`src/rtl/core/bsfdc8_pkg.sv`:
```
// ----------------------------------------------------------------------------
// bsfdc8_pkg
// Shared types, constants and the CRC-8 byte step for the frame deframer.
// ----------------------------------------------------------------------------
package bsfdc8_pkg;

  localparam int          EXP_W     = 9;        // length byte + 2
  localparam logic [3:0]  BYTE_BITS = 4'd8;
  localparam logic [7:0]  CRC_POLY  = 8'h9B;
  localparam logic [7:0]  CRC_INIT  = 8'h00;

  typedef enum logic [5:0] {
    ST_HUNT     = 6'b000001,
    ST_FRAME    = 6'b000010,
    ST_CHK_ADDR = 6'b000100,
    ST_CHK_DATA = 6'b001000,
    ST_EMT_ADDR = 6'b010000,
    ST_EMT_DATA = 6'b100000
  } state_t;

  // CRC-8 over one byte, MSB first, no final XOR
  function automatic logic [7:0] crc8_byte(input logic [7:0] crc, input logic [7:0] data);
    logic [7:0] r;
    r = crc ^ data;
    for (int k = 0; k < 8; k++) begin
      if (r[7]) begin
        r = {r[6:0], 1'b0} ^ CRC_POLY;
      end else begin
        r = {r[6:0], 1'b0};
      end
    end
    return r;
  endfunction

endpackage

```
`src/rtl/core/bit_stream_frame_deframer_crc8_top.sv`:
```
// ----------------------------------------------------------------------------
// bit_stream_frame_deframer_crc8_top
// Length-prefixed bit-stream deframer with CRC-8 (poly 0x9B) frame check.
// ----------------------------------------------------------------------------
//
//  channel  handshake             payload                    direction
//  -------  --------------------  -------------------------  ---------
//  in       in_valid / in_stall   data_bit, sync_flag        into block
//  out      out_valid / out_stall payload_byte, last_byte    out of block
//  cfg      cfg_valid / cfg_ready cfg_data (crc_check_enable) into block
//
//  Cycles: while hunting for sync or collecting a frame, one bit transfer per
//  cycle. After the bit that closes the frame the input stalls: with checking
//  on, the CRC walk reads each stored byte through CHK_ADDR then CHK_DATA (one
//  RAM read port, one shared CRC byte unit), then the payload walk moves each
//  byte through EMT_ADDR then EMT_DATA, held by output stalls. The block resumes
//  hunting as soon as the final byte sits in the output register. Reset (rst,
//  synchronous) clears control state only; the frame store has no clearing
//  pass, since every entry read was written this frame.
//
module bit_stream_frame_deframer_crc8_top
  import bsfdc8_pkg::*;
#(
  parameter int FRAME_BYTES = 64
) (
  input  logic       clk,
  input  logic       rst,
  input  logic       in_valid,
  output logic       in_stall,
  input  logic       data_bit,
  input  logic       sync_flag,
  output logic       out_valid,
  input  logic       out_stall,
  output logic [7:0] payload_byte,
  output logic       last_byte,
  input  logic       cfg_valid,
  output logic       cfg_ready,
  input  logic       cfg_data
);

  localparam int            PW      = $clog2(FRAME_BYTES);
  localparam logic [PW-1:0] POS_MAX = PW'(FRAME_BYTES - 1);

  state_t           state;
  logic             crc_check_enable;
  logic [3:0]       bits_in_byte;
  logic [PW-1:0]    byte_position;
  logic [EXP_W-1:0] expected_total;
  logic [7:0]       shift_reg;
  logic [7:0]       len_byte;
  logic [PW-1:0]    end_idx;   // index of the last byte still to check or emit
  logic [PW-1:0]    cnt;       // walk index, also the RAM read address
  logic [7:0]       crc;

  logic             in_accept;
  logic             take;
  logic             out_free;
  logic [3:0]       bits_next;
  logic [PW-1:0]    pos_next;
  logic [EXP_W-1:0] exp_next;
  logic [7:0]       byte_next;
  logic             byte_done;
  logic             frame_end;
  logic [7:0]       ram_q;

  // Take bits only while hunting or collecting; the user writes config only idle (not enforced here).
  assign in_stall  = !(state inside {ST_HUNT, ST_FRAME});
  assign cfg_ready = 1'b1;
  assign in_accept = in_valid && !in_stall;
  // A frame starts on a sync transfer; inside a frame every bit is data.
  assign take      = in_accept && (state == ST_FRAME || sync_flag);
  assign out_free  = !out_valid || !out_stall;

  // Bit packer: advance the byte counter, refresh the expected size when the
  // length byte has just completed, shift the new bit in MSB first.
  always_comb begin
    bits_next = bits_in_byte;
    pos_next  = byte_position;
    if (state == ST_HUNT) begin
      bits_next = '0;
      pos_next  = '0;
    end
    if (bits_next >= BYTE_BITS) begin
      bits_next = '0;
      if (pos_next != POS_MAX) begin
        pos_next = pos_next + 1'b1;
      end
    end
    exp_next = expected_total;
    if (pos_next == PW'(1) && bits_next == 4'd0) begin
      exp_next = {1'b0, len_byte} + EXP_W'(1) + EXP_W'(crc_check_enable);
    end
    byte_next = (bits_next == 4'd0) ? {7'b0, data_bit} : {shift_reg[6:0], data_bit};
    bits_next = bits_next + 4'd1;
    byte_done = (bits_next == BYTE_BITS);
    // Close on the declared size (never on byte 0) or on a full store.
    frame_end = (state == ST_FRAME) && byte_done &&
                ((pos_next != '0 && (EXP_W'(pos_next) + EXP_W'(1)) == exp_next) ||
                 pos_next == POS_MAX);
  end

  bsfdc8_ram #(
    .WIDTH (8),
    .DEPTH (FRAME_BYTES)
  ) u_store (
    .clk   (clk),
    .we    (take && byte_done),
    .waddr (pos_next),
    .wdata (byte_next),
    .raddr (cnt),
    .rdata (ram_q)
  );

  always_ff @(posedge clk) begin
    if (rst) begin
      state            <= ST_HUNT;
      crc_check_enable <= 1'b1;
      bits_in_byte     <= '0;
      byte_position    <= '0;
      expected_total   <= '0;
      out_valid        <= 1'b0;
    end else begin
      if (cfg_valid && cfg_ready) begin
        crc_check_enable <= cfg_data;
      end
      // Drop the output once its transfer completes; a reload below wins.
      if (out_valid && !out_stall) begin
        out_valid <= 1'b0;
      end
      case (state)
        ST_HUNT: begin
          if (take) begin
            bits_in_byte  <= bits_next;
            byte_position <= pos_next;
            shift_reg     <= byte_next;
            state         <= ST_FRAME;
          end
        end
        ST_FRAME: begin
          if (in_accept) begin
            bits_in_byte   <= bits_next;
            byte_position  <= pos_next;
            expected_total <= exp_next;
            shift_reg      <= byte_next;
            if (byte_done && pos_next == '0) begin
              len_byte <= byte_next;
            end
            if (frame_end) begin
              end_idx <= pos_next;
              crc     <= CRC_INIT;
              if (crc_check_enable) begin
                cnt   <= '0;
                state <= ST_CHK_ADDR;
              end else begin
                cnt   <= PW'(1);
                state <= ST_EMT_ADDR;
              end
            end
          end
        end
        ST_CHK_ADDR: begin
          state <= ST_CHK_DATA;
        end
        ST_CHK_DATA: begin
          if (cnt == end_idx) begin
            // Last stored byte holds the CRC; drop the frame on mismatch or with no payload.
            if (ram_q != crc || end_idx == PW'(1)) begin
              state <= ST_HUNT;
            end else begin
              end_idx <= end_idx - 1'b1;
              cnt     <= PW'(1);
              state   <= ST_EMT_ADDR;
            end
          end else begin
            crc   <= crc8_byte(crc, ram_q);
            cnt   <= cnt + 1'b1;
            state <= ST_CHK_ADDR;
          end
        end
        ST_EMT_ADDR: begin
          // Hold the read until the output register is free at this edge.
          if (out_free) begin
            state <= ST_EMT_DATA;
          end
        end
        ST_EMT_DATA: begin
          payload_byte <= ram_q;
          last_byte    <= (cnt == end_idx);
          out_valid    <= 1'b1;
          if (cnt == end_idx) begin
            state <= ST_HUNT;
          end else begin
            cnt   <= cnt + 1'b1;
            state <= ST_EMT_ADDR;
          end
        end
        default: begin
          state <= ST_HUNT;
        end
      endcase
    end
  end

  // Loading the output never overwrites a byte still waiting for transfer.
  a_no_overwrite: assert property (@(posedge clk) disable iff (rst)
    state == ST_EMT_DATA |-> !out_valid)
    else $error("output register reloaded while occupied");

  // Emitted indices skip the length byte and stay inside the frame.
  a_emit_range: assert property (@(posedge clk) disable iff (rst)
    state == ST_EMT_DATA |-> (cnt != '0 && cnt <= end_idx))
    else $error("emit index out of frame range");

  // After the final payload byte the block goes back to hunting.
  a_last_to_hunt: assert property (@(posedge clk) disable iff (rst)
    (state == ST_EMT_DATA && cnt == end_idx) |=> state == ST_HUNT)
    else $error("no return to hunt after last byte");

  // A result only appears from the emit walk.
  a_out_source: assert property (@(posedge clk) disable iff (rst)
    $rose(out_valid) |-> $past(state == ST_EMT_DATA))
    else $error("output valid raised outside emit");

endmodule

```
`src/rtl/core/bsfdc8_ram.sv`:
```
// ----------------------------------------------------------------------------
// bsfdc8_ram
// Generic single write port RAM with one registered read port.
// ----------------------------------------------------------------------------
module bsfdc8_ram #(
  parameter int WIDTH = 8,
  parameter int DEPTH = 64
) (
  input  logic                     clk,
  input  logic                     we,
  input  logic [$clog2(DEPTH)-1:0] waddr,
  input  logic [WIDTH-1:0]         wdata,
  input  logic [$clog2(DEPTH)-1:0] raddr,
  output logic [WIDTH-1:0]         rdata
);

  logic [WIDTH-1:0] mem [DEPTH];

  always_ff @(posedge clk) begin
    if (we) begin
      mem[waddr] <= wdata;
    end
    rdata <= mem[raddr];
  end

endmodule
```
`config.mk`:
```
export PLATFORM = sky130hd
export DESIGN_NAME = bit_stream_frame_deframer_crc8_top
export DESIGN_NICKNAME = d
export VERILOG_FILES = /design/src/rtl/core/bsfdc8_pkg.sv /design/src/rtl/core/bit_stream_frame_deframer_crc8_top.sv /design/src/rtl/core/bsfdc8_ram.sv
export SDC_FILE = /design/constraint.sdc
export NUM_CORES = 1
export LEC_CHECK = 0
export ABC_AREA = 1
export BUFFER_PORTS_ARGS = -buffer_cell sky130_fd_sc_hd__buf_4
export CAP_MARGIN = 20
export CORE_AREA = 4 4 292 294
export CTS_CLUSTER_SIZE = 10
export DETAILED_ROUTE_END_ITERATION = 16
export DIE_AREA = 0 0 296 298
export SKIP_LAST_GASP = 1
export SLEW_MARGIN = 20
export SYNTH_ARGS = -nofsm -noshare
export SYNTH_HDL_FRONTEND = slang
export SYNTH_SLANG_ARGS = --single-unit
```
`constraint.sdc`:
```
create_clock -name clk -period 4.2 [get_ports clk]
set_clock_uncertainty 0.15 [all_clocks]
set_input_delay 0.63 -clock clk [delete_from_list [all_inputs] [get_ports clk]]
set_output_delay 0.63 -clock clk [all_outputs]
set_load 0.03 [all_outputs]
```
==> impl_metrics.py <==
metrics = {
    "placed_design": {
        "dpl_worst_slack_ns": 0.0531,
        "dp.cells": 3194,
        "gp_congestion": 0.844,
        "dp_hpwl_um": 38100,
        "portBuffers": 18,
    },
    "grt": {
        "overflow": 0,
        "antenna_found_initial": 1,
        "first_global_vias": 16202,
        "grt_start_max_net_pins": 146,
        "grt_first_pass_wirelength_um": 97100,
        "grt_usage_pct": 14.1,
    },
    "timing": {
        "fin_ws_ns": 0.311,
        "setup_viol": 0,
        "drv_slew": 0,
        "fin_setup_tns_ns": 0,
        "hold_violations": 0,
        "worst_pin_slew_ns": 0.902,
        "relSlewSlack_pct": 39.6,
        "max_freq_mhz": 257,
        "min_period_ns": 3.89,
        "post-route-period-util_pct": 92.6,
    },
    "clock_network": {
        "cts_sinks": 591,
        "cts.clk_slew.worst_paths_ns": 0.05,
        "cts_hold_buffers": 0,
        "numCtsBuffers": 70,
        "htree_num_levels": 3,
        "clockRootBuffer": "clkbuf_16",
        "clock_path_buffers": 3,
        "cts_tree": "yes",
        "insertion_delay_ns": 0.60,
    },
    "floorplan": {
        "die_h_um": 298,
        "initial_core_util_pct": 29.8,
        "rows": 106,
        "dieArea_mm2": 0.0882,
        "fp.dieW_um": 296,
        "core_area_mm2": 0.0829,
        "ios": 20,
    },
    "routing": {
        "drc": 0,
        "vias_per_cell": 5.08,
        "drt-pass1-iter-count": 5,
        "drtIter0Drc": 1670,
        "totalWireLength_um": 63600,
        "ant_nets": 0,
        "vias": 16704,
        "avgRoutedWirePerCell_um": 19.3,
    },
    "worst_hold_path": {
        "worstHoldPathType": "input pin to flop",
    },
    "logic_synthesis": {
        "synth-warning-count": 0,
        "syn_area_per_cell_um2": 11.7,
        "netlist_area_mm2": 0.0247,
        "syn-num-nets": 2123,
        "ys_ff_latch": 591,
        "yosysTopAreaCell": "edfxtp_1",
        "synthDistinctLibCells": 45,
        "yosys-top-cells-area": "edfxtp_1 68%, o21ai_0 7.2%, nor2_1 6.9%, o22ai_1 4.0%, dfxtp_1 2.8%",
        "syn_inst": 2102,
        "netlist.area_leader.share_pct": 67.7,
        "seq_area_frac_synth_pct": 70.5,
    },
    "power_and_ir_drop": {
        "vdd_drop_max_mv": 0.235,
        "power-per-cell-area_mw_per_mm2": 422,
        "p_leak_nw": 9.70,
    },
    "layout": {
        "n_fill_cell": 7998,
        "nNetsFinal": 2211,
        "syn_to_final_growth_pct": 16.3,
        "n_antenna_cell": 0,
        "post_route_cells_drive_above_1_share_pct": 12.5,
        "largest_reg_flops": 512,
        "post-route-util_pct": 34.6,
        "fin_cells": 3290,
        "top_register": "u_store.mem",
        "largest_registers": "u_store.mem x512, expected_total x9",
    },
    "critical_path": {
        "critical_path.max_stage_delay_ns": 0.33,
        "worstSetupEndpointType": "flop",
        "crit_path_max_fanout": 7,
        "cpMostUsedCell": "nand2_1",
        "worstSetupStartpointType": "flop",
        "cp_slowest_cell": "dfxtp_2",
        "crit_required_ns": 4.31,
        "path_class": "flop to flop",
        "cp.arrival_ns": 3.99,
    },
    "outcome": {
        "status": "finished clean",
    },
    "flow_run": {
        "max-cap-violations": 0,
    },
}
-- placed cells by master, fill, tap and decap left out, drive strengths merged --
cell / synthesis / final
buf: 14 / 140
a21boi: 1 / 1
a31oi: 1 / 1
o32ai: 12 / 12
ha: 13 / 13
o21bai: 1 / 1
nor3b: 2 / 2
clkbuf: 110 / 83
inv: 100 / 104
conb: 1 / 1
o21ai: 357 / 357
xor2: 17 / 17
clkinv: 3 / 8
or2: 3 / 3
edfxtp: 556 / 556
nor4: 9 / 9
nand2: 132 / 132
nand4: 25 / 25
o22ai: 156 / 156
nand3b: 3 / 3
o31ai: 1 / 1
a22oi: 1 / 1
nand3: 33 / 33
nor2: 459 / 459
dfxtp: 35 / 35
a221oi: 1 / 1
xnor2: 16 / 16
nor3: 11 / 11
a21oi: 22 / 22
o211ai: 7 / 7
-- cell usage after synthesis, drive strengths merged --
master  instances
nor3b           2
nor4            9
o22ai         156
a31oi           1
dfxtp          35
a21oi          22
buf            14
clkbuf        110
inv           100
nand3          33
o21bai          1
a22oi           1
nand3b          3
a221oi          1
nand4          25
nor3           11
edfxtp        556
xor2           17
o211ai          7
nand2         132
o21ai         357
a21boi          1
o31ai           1
nor2          459
o32ai          12
clkinv          3
or2             3
conb            1
ha             13
xnor2          16
-- through the flow --
stage          hold WS (ns)  power [mW]  area [µm²]
2_1_floorplan         0.279        6.83       24700
3_3_place_gp          0.311        6.97       26700
3_5_place_dp          0.315        6.99       26700
4_1_cts               0.104        12.2       28600
5_1_grt               0.148        12.5       28700
6_report              0.134        12.1       28700
-- path summary, 6_finish.rpt --
path	start	endpoint	slack, ns	cells past startpoint
max	state[0]	cnt[3]	0.31	30
min	cfg_valid	crc_check_enable	0.13	2
max reg2reg	state[0]	cnt[3]	0.31	30
min reg2reg	out_valid	out_valid	0.33	2
-- logic make-up after synthesis --
logic type / share of synthesized area (%)
DFF: 70.5
xor gates and xnor gates: 1.20
and+or+nand+nor: 11.5
AOI/OAI and AO/OA: 12.5
buffers and inverters: 3.59
other: 0.0152
adders and majority gates: 0.659
-- power breakdown --
group,internal [mW],switching (mW)
Sequential,6.47,0.0156
Clock,3.05,2.19
Combinational,0.0964,0.289
Total,9.62,2.50
-- worst max-delay path, delay by kind of cell (launching register included) --
family / cells / cell delay, ns
flip-flops: 1 / 0.33
buffers and inverters: 7 / 0.61
AO/OA/AOI/OAI: 1 / 0.12
AND/OR/NAND/NOR: 20 / 1.95
adder cells (fa/ha/maj): 2 / 0.35
-- layer usage --
| metal | GRT usage, % | vias up | wire, µm |
|---|---|---|---|
| met5 | 0 | - | 14 |
| met4 | 4.44 | 2 | 1460 |
| met3 | 2.56 | 106 | 4310 |
| met2 | 23.5 | 564 | 30900 |
| met1 | 18.8 | 8279 | 27000 |
| li1 | - | 7753 | - |
-- repair_timing --
item / CTS / global route
buffers inserted: 0 / 4
setup endpoints to repair: 0 / 20
gates resized for setup: 0 / 18
-- final cells by class --
type                       count  area, µm²  area share (%)
sequential                   591      17400            60.7
inverter                     103        392            1.36
multi-input combinational   1284       6490            22.6
tap                         1080       1350            4.71
clock buffer                  83       1830            6.38
timing repair buffer         140       1160            4.04
clock inverter                 9       67.6           0.235
Power figures use the tool's default switching activity.
